### src/rtl/assert_macros.svh
// Assertion macros for the attribute pixel mapper.
// Uses clk and arst_n from the including module's scope.
`ifndef ASSERT_MACROS_SVH
`define ASSERT_MACROS_SVH
`ifndef SYNTH
`define VAPM_ASSERT(lbl, expr) \
	lbl: assert property (@(posedge clk) disable iff (!arst_n) (expr)) \
		else $error("vapm assertion failed");
`define VAPM_ASSERT_NEXT(lbl, ante, cons) \
	lbl: assert property (@(posedge clk) disable iff (!arst_n) (ante) |=> (cons)) \
		else $error("vapm assertion failed");
`else
`define VAPM_ASSERT(lbl, expr)
`define VAPM_ASSERT_NEXT(lbl, ante, cons)
`endif
`endif

### src/rtl/vapm_pkg.sv
// Shared types, register indexes and constants for the attribute pixel mapper.
// No dependencies.
package vapm_pkg;

	localparam int CIDX_W = 4;
	localparam int PAL_W  = 48;
	localparam int REG_IDX_W = 3;

	localparam logic [REG_IDX_W-1:0] REG_MODE      = 3'd0;
	localparam logic [REG_IDX_W-1:0] REG_UL_ROW    = 3'd1;
	localparam logic [REG_IDX_W-1:0] REG_PAL_EN    = 3'd2;
	localparam logic [REG_IDX_W-1:0] REG_PLANE_EN  = 3'd3;
	localparam logic [REG_IDX_W-1:0] REG_COLOR_SEL = 3'd4;
	localparam logic [REG_IDX_W-1:0] REG_PAL_LOW   = 3'd5;
	localparam logic [REG_IDX_W-1:0] REG_PAL_HIGH  = 3'd6;

	localparam logic [7:0] UL_MASK  = 8'h73;
	localparam logic [7:0] UL_MATCH = 8'h01;

	typedef logic [CIDX_W-1:0] cidx_t;

	typedef struct packed {
		logic [7:0] attr_byte;
		logic [4:0] char_row;
		logic       blink_phase;
		logic       font_pixel;
	} pix_in_t;

	typedef struct packed {
		logic [7:0] dac_index;
		logic       pixel_ready;
	} pix_out_t;

	typedef struct packed {
		logic [3:0]       mode_control;
		logic [4:0]       underline_row;
		logic             palette_enable;
		logic [3:0]       plane_enable;
		logic [3:0]       color_select;
		logic [PAL_W-1:0] palette_low;
		logic [PAL_W-1:0] palette_high;
	} cfg_t;

	typedef struct packed {
		logic [1:0] level;
		logic       full;
	} q_stat_t;

	// 6-bit internal palette entry for a 4-bit color index
	function automatic logic [5:0] palette_entry(input cfg_t cfg, input cidx_t idx);
		logic [PAL_W-1:0] w;
		logic [5:0] e;
		w = idx[3] ? cfg.palette_high : cfg.palette_low;
		case (idx[2:0])
			3'd0: e = w[5:0];
			3'd1: e = w[11:6];
			3'd2: e = w[17:12];
			3'd3: e = w[23:18];
			3'd4: e = w[29:24];
			3'd5: e = w[35:30];
			3'd6: e = w[41:36];
			3'd7: e = w[47:42];
			default: e = '0;
		endcase
		return e;
	endfunction

endpackage

### src/rtl/vga_attribute_pixel_mapper_core.sv
// Attribute pixel mapper top: config registers, front, queue, back.
// A pixel accepted passes the front register, the queue and the output register before it is offered on dac.
// Throughput: one pixel per cycle while dac_ready does not stall the output; front
// register, two-entry queue and the output register each move one item a cycle.
// Reset: registers take their reset values, packing state and queue clear.
// Depends on vapm_pkg, vapm_front, vapm_queue, vapm_back, assert_macros.svh.
`include "assert_macros.svh"
module vga_attribute_pixel_mapper_core import vapm_pkg::*; (
	input  logic                 clk,
	input  logic                 arst_n,
	input  logic                 cfg_we,
	input  logic [REG_IDX_W-1:0] cfg_index,
	input  logic [PAL_W-1:0]     cfg_data,
	input  logic                 pix_valid,
	output logic                 pix_ready,
	input  pix_in_t              pix,
	output logic                 dac_valid,
	input  logic                 dac_ready,
	output pix_out_t             dac
);

	cfg_t    cfg_q;
	logic    f_valid, f_ready, q_valid, q_ready;
	cidx_t   f_idx, q_idx;
	q_stat_t q_stat;

	always_ff @(posedge clk or negedge arst_n) begin
		if (!arst_n) begin
			cfg_q.mode_control   <= '0;
			cfg_q.underline_row  <= '0;
			cfg_q.palette_enable <= 1'b0;
			cfg_q.plane_enable   <= 4'hF;
			cfg_q.color_select   <= '0;
			cfg_q.palette_low    <= '0;
			cfg_q.palette_high   <= '0;
		end else if (cfg_we) begin
			case (cfg_index)
				REG_MODE:      cfg_q.mode_control   <= cfg_data[3:0];
				REG_UL_ROW:    cfg_q.underline_row  <= cfg_data[4:0];
				REG_PAL_EN:    cfg_q.palette_enable <= cfg_data[0];
				REG_PLANE_EN:  cfg_q.plane_enable   <= cfg_data[3:0];
				REG_COLOR_SEL: cfg_q.color_select   <= cfg_data[3:0];
				REG_PAL_LOW:   cfg_q.palette_low    <= cfg_data;
				REG_PAL_HIGH:  cfg_q.palette_high   <= cfg_data;
				default: ;
			endcase
		end
	end

	vapm_front u_front (
		.clk       (clk),
		.arst_n    (arst_n),
		.cfg       (cfg_q),
		.pix_valid (pix_valid),
		.pix_ready (pix_ready),
		.pix       (pix),
		.idx_valid (f_valid),
		.idx_ready (f_ready),
		.idx       (f_idx)
	);

	vapm_queue u_queue (
		.clk      (clk),
		.arst_n   (arst_n),
		.wr_valid (f_valid),
		.wr_ready (f_ready),
		.wr_data  (f_idx),
		.rd_valid (q_valid),
		.rd_ready (q_ready),
		.rd_data  (q_idx),
		.stat     (q_stat)
	);

	vapm_back u_back (
		.clk       (clk),
		.arst_n    (arst_n),
		.cfg       (cfg_q),
		.idx_valid (q_valid),
		.idx_ready (q_ready),
		.idx       (q_idx),
		.dac_valid (dac_valid),
		.dac_ready (dac_ready),
		.dac       (dac)
	);

	`VAPM_ASSERT(a_q_level, q_stat.level != 2'd3 && q_stat.full == (q_stat.level == 2'd2))
	`VAPM_ASSERT_NEXT(a_accept_front, pix_valid && pix_ready, f_valid)
	`VAPM_ASSERT_NEXT(a_out_from_q, !dac_valid && !q_valid, !dac_valid)

endmodule

### src/rtl/vapm_front.sv
// Front stage: accepts pixels, resolves foreground/background, masks planes.
// Depends on vapm_pkg.
module vapm_front import vapm_pkg::*; (
	input  logic    clk,
	input  logic    arst_n,
	input  cfg_t    cfg,
	input  logic    pix_valid,
	output logic    pix_ready,
	input  pix_in_t pix,
	output logic    idx_valid,
	input  logic    idx_ready,
	output cidx_t   idx
);

	logic  valid_s1;
	cidx_t idx_s1;
	logic  text_mode, blink_en, fg;
	logic  [3:0] back_src;
	cidx_t cidx;

	always_comb begin
		text_mode = ~cfg.mode_control[0];
		blink_en  = cfg.mode_control[1];
		back_src  = text_mode ? pix.attr_byte[7:4] : pix.attr_byte[3:0];
		fg = pix.font_pixel;
		if (text_mode && pix.char_row == cfg.underline_row &&
		    (pix.attr_byte & UL_MASK) == UL_MATCH) begin
			fg = 1'b1;
		end
		if (blink_en && back_src[3] && !pix.blink_phase) begin
			fg = 1'b0;
		end
		if (fg) begin
			cidx = pix.attr_byte[3:0];
		end else begin
			cidx = {back_src[3] & ~blink_en, back_src[2:0]};
		end
		cidx = cidx & cfg.plane_enable;
	end

	assign pix_ready = ~valid_s1 | idx_ready;
	assign idx_valid = valid_s1;
	assign idx       = idx_s1;

	always_ff @(posedge clk or negedge arst_n) begin
		if (!arst_n) begin
			valid_s1 <= 1'b0;
		end else if (pix_ready) begin
			valid_s1 <= pix_valid;
		end
	end

	always_ff @(posedge clk) begin
		if (pix_valid && pix_ready) begin
			idx_s1 <= cidx;
		end
	end

endmodule

### src/rtl/vapm_queue.sv
// Two-entry queue of color indexes between front and back.
// Depends on vapm_pkg.
module vapm_queue import vapm_pkg::*; (
	input  logic    clk,
	input  logic    arst_n,
	input  logic    wr_valid,
	output logic    wr_ready,
	input  cidx_t   wr_data,
	output logic    rd_valid,
	input  logic    rd_ready,
	output cidx_t   rd_data,
	output q_stat_t stat
);

	cidx_t      data_q [2];
	logic       wr_ptr_q, rd_ptr_q;
	logic [1:0] level_q;
	logic       push, pop;

	assign wr_ready = (level_q != 2'd2);
	assign rd_valid = (level_q != 2'd0);
	assign rd_data  = data_q[rd_ptr_q];
	assign push     = wr_valid & wr_ready;
	assign pop      = rd_valid & rd_ready;

	assign stat.level = level_q;
	assign stat.full  = ~wr_ready;

	always_ff @(posedge clk or negedge arst_n) begin
		if (!arst_n) begin
			wr_ptr_q <= 1'b0;
			rd_ptr_q <= 1'b0;
			level_q  <= 2'd0;
		end else begin
			if (push) wr_ptr_q <= ~wr_ptr_q;
			if (pop) rd_ptr_q <= ~rd_ptr_q;
			case ({push, pop})
				2'b10:   level_q <= level_q + 2'd1;
				2'b01:   level_q <= level_q - 2'd1;
				default: level_q <= level_q;
			endcase
		end
	end

	always_ff @(posedge clk) begin
		if (push) begin
			data_q[wr_ptr_q] <= wr_data;
		end
	end

endmodule

### src/rtl/vapm_back.sv
// Back stage: palette / color-select translation, 8-bit packing, output register.
// Depends on vapm_pkg.
module vapm_back import vapm_pkg::*; (
	input  logic     clk,
	input  logic     arst_n,
	input  cfg_t     cfg,
	input  logic     idx_valid,
	output logic     idx_ready,
	input  cidx_t    idx,
	output logic     dac_valid,
	input  logic     dac_ready,
	output pix_out_t dac
);

	logic       out_valid_q;
	pix_out_t   out_q;
	logic       phase_q;
	logic [7:0] packed_q;
	logic [5:0] entry;
	logic [7:0] v;
	logic       eight, take;

	always_comb begin
		eight = cfg.mode_control[3];
		entry = palette_entry(cfg, idx);
		if (cfg.palette_enable) begin
			if (eight) begin
				v = {4'h0, entry[3:0]};
			end else begin
				v = {cfg.color_select[3:2],
				     cfg.mode_control[2] ? cfg.color_select[1:0] : entry[5:4],
				     entry[3:0]};
			end
		end else begin
			v = {4'h0, idx};
		end
	end

	assign take      = idx_valid & idx_ready;
	assign idx_ready = ~out_valid_q | dac_ready;
	assign dac_valid = out_valid_q;
	assign dac       = out_q;

	always_ff @(posedge clk or negedge arst_n) begin
		if (!arst_n) begin
			out_valid_q <= 1'b0;
			phase_q     <= 1'b0;
			packed_q    <= '0;
		end else begin
			if (idx_ready) out_valid_q <= idx_valid;
			if (take && eight) begin
				phase_q  <= ~phase_q;
				packed_q <= {packed_q[3:0], v[3:0]};
			end
		end
	end

	// pair completes when the phase wraps back to zero
	always_ff @(posedge clk) begin
		if (take) begin
			if (eight) begin
				out_q.dac_index   <= {packed_q[3:0], v[3:0]};
				out_q.pixel_ready <= phase_q;
			end else begin
				out_q.dac_index   <= v;
				out_q.pixel_ready <= 1'b1;
			end
		end
	end

endmodule

### config.mk
export PLATFORM = sky130hd
export DESIGN_NAME = vga_attribute_pixel_mapper_core
export DESIGN_NICKNAME = d
export VERILOG_FILES = /design/src/rtl/vapm_pkg.sv /design/src/rtl/vga_attribute_pixel_mapper_core.sv /design/src/rtl/vapm_front.sv /design/src/rtl/vapm_queue.sv /design/src/rtl/vapm_back.sv
export VERILOG_INCLUDE_DIRS = /design/src /design/src/rtl
export SDC_FILE = /design/constraint.sdc
export NUM_CORES = 1
export LEC_CHECK = 0
export BUFFER_PORTS_ARGS = -buffer_cell sky130_fd_sc_hd__buf_4
export CAP_MARGIN = 20
export CORE_MARGIN = 2
export CORE_UTILIZATION = 58
export DETAILED_ROUTE_END_ITERATION = 12
export PLACE_DENSITY_LB_ADDON = 0.15
export SLEW_MARGIN = 20
export SYNTH_ARGS = -nofsm -noshare
export SYNTH_HDL_FRONTEND = slang
export SYNTH_SLANG_ARGS = --single-unit
### constraint.sdc
create_clock -name clk -period 3.4 [get_ports clk]
set_clock_uncertainty 0.2 [all_clocks]
set_input_delay 0.17 -clock clk [delete_from_list [all_inputs] [get_ports clk]]
set_output_delay 0.17 -clock clk [all_outputs]
set_load 0.02 [all_outputs]
==> run_results.csv <==
group,metric,value,unit
synth,yosys.area_share.xor_xnor,1.43,%
synth,synthDistinctLibCells,59,
die,rows,39,
clocking,cts_resized,0,
clocking,root_buffer,"clkbuf_16",
synth,syn_nets,574,
power,comb_power_share,31.8,%
synth,yosysTopAreaCell,"dfrtp_1",
die,dieArea,0.0125,sq mm
placement,dp_cells,716,
setup_path,path_depth,9,
setup_path,worst-path-buf-inv,3,
route,via_per_inst,5.77,
power,power.net_switching,0.00211,W
setup_path,cp_data_arrival_time,2.90,ns
clocking,cts_sinks,146,
setup_path,cpPeakStageDelay,0.67,ns
synth,synth_edf_count,21,
clocking,clk_latency,0.43,ns
setup_path,critPathLaunchType,"input pin",
clocking,clk_path_buf_depth,2,
setup_path,rrSetupSlack,0.62,ns
setup_path,crit_family,"buffers and inverters",
finish,layout.nets,729,
power,clkPwrFrac,29.2,%
setup_path,path_common_cell,"dlygate4sd3_1",
setup_path,required,3.38,ns
timing,slew_headroom,47.1,%
power,p_sw_share,31.6,%
timing,finalSetupTns,0,ns
setup_path,endpoint_kind,"flop",
power,seq_power_share,39.0,%
synth,ys_seq_area_share,55.9,%
die,fp.coreArea,0.0114,sq mm
synth,synth_top_family_by_area,"multiplexers",
timing,final_max_slew_viol_count,0,
timing,max_freq,0.342,GHz
timing,rsz0062_at_grt,"false",
die,die_height,112,um
route,drt_wl_total,16.2,mm
grt,antenna_found_initial,0,
route,via_count,4687,
timing,hold_violations,0,
route,drt_first_iter_violations,314,
synth,synthMuxAreaShare,26.0,%
setup_path,cp-endpoint,"u_front.idx[1]",
grt,grt_pass1_vias,5185,
timing,fin_hold_ws,0.0549,ns
placement,gp_congestion,0.841,
clocking,htreeDepth,4,
power,intPower,0.00456,W
setup_path,rr_worst_depth,7,
setup_path,r2r_end,"u_back.packed_q[2]",
timing,setup_viol,0,
clocking,cts_made_buffers,17,
grt,grt_use_total,27.6,%
die,start_util,59.2,%
synth,synthSimpleGateAreaFrac,7.58,%
synth,synth_area_per_cell,13.4,sq um
clocking,holdBufCountCts,65,
synth,synth_area_leaders,"dfrtp_1, mux2_2, edfxtp_1",
power,peakVddDrop,0.581,mV
clocking,post_cts_buffers,0,
synth,synth-seq-cells,146,
synth,synth_top_flop_cell,"dfrtp_1",
run_status,run_status,"completed",
power,p_total,0.00667,W
setup_path,crit_chain,"dlygate4sd3_1, buf_4, or4b_2, nor3_1, a31o_2, a21oi_1, mux2i_1, dlygate4sd3_1, nor2b_1",
route,routedWlPerCell,19.9,um
synth,syn_inst,502,
clocking,cts_tree,"yes",
run,drv_cap,0,
placement,dp_hpwl,10.1,mm
synth,syn_area,0.00673,sq mm
finish,fill_cells,701,
finish,stdcell_count,813,
synth,synth_top_area_share,45.0,%
setup_path,critPathLaunch,"pix[8]",
synth,synth_warnings,0,
setup_path,path_class,"input pin to flop",
die,fp.dieW,112,um
power,power_density,760,mW/mm^2
route,postRouteAntennaNets,0,
placement,port_buffers,81,
timing,max_slew.worst_pin.slew,0.787,ns
route,drc,0,
setup_path,slowest_stage,"or4b_2",
synth,synth-async-reset-ratio,85.6,%
clocking,clkTransAtPathRegs,0.06,ns
timing,fin_crit,2.92,ns
timing,period_share,85.9,%
synth,synth_compound_area_share,6.99,%
synth,synthAdderAreaFrac,0.186,%
finish,n_antenna_cell,0,
setup_path,r2r-start,"u_queue.rd_ptr_q",
die,ios,82,
hold_path,hold_class,"input pin to flop",
grt,grt_max_degree,71,
finish,drive_above_1_share,39.3,%
finish,syn2layout_area_growth,30.3,%
power,p_leak,3.81,nW
grt,overflow,0,
route,first_pass_iters,4,
grt,grt_pass1_wl,26.5,mm
setup_path,cp_max_fo,3,
[worst min-delay path: cells and delay by family]
kind / cells / cell delay [ns]
buffers and inverters: 1 / 0.13
AO/OA/AOI/OAI: 1 / 0.08
AND/OR/NAND/NOR: 3 / 0.25
[how the worst min path moves through the flow]
stage | from | end | slack (ns) | cells after the start
after floorplan | arst_n | cfg_q[0] | -0.33 | 0
after global placement | arst_n | cfg_q[25] | 0.06 | 1
after detailed placement | arst_n | cfg_q[73] | 0.07 | 1
after CTS | cfg_index[2] | cfg_q[97] | 0.04 | 5
after global routing | pix[0] | u_front.idx[3] | 0.08 | 3
final | cfg_index[2] | cfg_q[97] | 0.05 | 5
[area by class of cell]
cell class / count / area (sq um) / share of cell area [%]
flip-flops and latches: 146 / 3760 / 42.9
multi-input cells: 329 / 2840 / 32.4
repair buffers: 156 / 1350 / 15.3
clock buffers: 23 / 488 / 5.56
well taps: 143 / 179 / 2.04
clock inverters: 9 / 126 / 1.44
inverters: 7 / 26.3 / 0.300
[through the flow]
stage	util, %	worst slack [ns]	instance area [sq um]
floorplan	-	0.965	6730
global placement	66.0	0.694	7510
global route	77.2	0.394	8770
detailed placement	66.0	0.613	7510
finish	77.2	0.479	8770
CTS	77.2	0.491	8770
[cell usage in the layout, fill, tap and decap left out, types with 4 or more instances in the layout]
master,Yosys,final
dfrtp_1,121,121
nand2b_1,6,6
nor3_1,8,8
edfxtp_1,21,21
dfstp_2,4,4
nand3_1,6,6
o21ai_0,14,14
clkbuf_16,0,17
nand2_1,47,47
o22ai_1,5,5
clkbuf_8,0,4
inv_1,7,7
nor2b_1,6,6
mux2_2,119,119
nor2_1,7,7
xnor2_1,4,4
dlygate4sd3_1,0,65
o32ai_1,4,4
mux4_2,7,7
nor3b_1,4,4
a21oi_1,13,13
xor2_1,7,7
mux2i_1,24,24
a31oi_1,4,4
buf_4,2,90
[routing by layer]
metal / wire [um] / global-route usage, % / up-vias
li1: - / - / 2156
met1: 6810 / 35.5 / 2378
met2: 8420 / 47.3 / 124
met3: 695 / 6.37 / 29
met4: 273 / 8.15 / 0
met5: 0 / 0 / -
[state kept, by name, indices dropped and copies added (netlist names)]
name,cells
u_queue.rd_ptr_q,1
cfg_q,114
u_back.packed_q,4
u_queue.wr_ptr_q,1
u_front.idx,4
u_front.idx_valid,1
u_back.dac_valid,1
u_queue.level_q,2
u_back.phase_q,1
u_queue.data_q,8
u_back.dac,9
[synth_stat cells, drive strengths merged, types with 5 or more instances]
cell type and n:
a21oi 14, buf 12, clkbuf 8, dfrtp 121
edfxtp 21, inv 7, mux2 120, mux2i 24
mux4 7, nand2 47, nand2b 6, nand3 6
nor2 7, nor2b 6, nor3 8, o21ai 16
o22ai 5, xor2 7
[power by group through the flow]
stage	combinational [W]	clock, W	sequential (W)
after global placement	0.00196	0	0.00259
after detailed placement	0.00203	0	0.00261
after floorplan	0.00141	0	0.00257
final	0.00212	0.00195	0.00260
after CTS	0.00212	0.00195	0.00259
after global routing	0.00229	0.00204	0.00265
[cells by family (layout without fill, tap and decap cells)]
logic type      Yosys count  after routing
simple gates            101            101
fa+ha+maj                 1              1
flops                   146            146
xor+xnor                 11             11
mux                     151            151
compound gates           65             65
buf+inv                  27            195
Power figures use the tool's default switching activity.
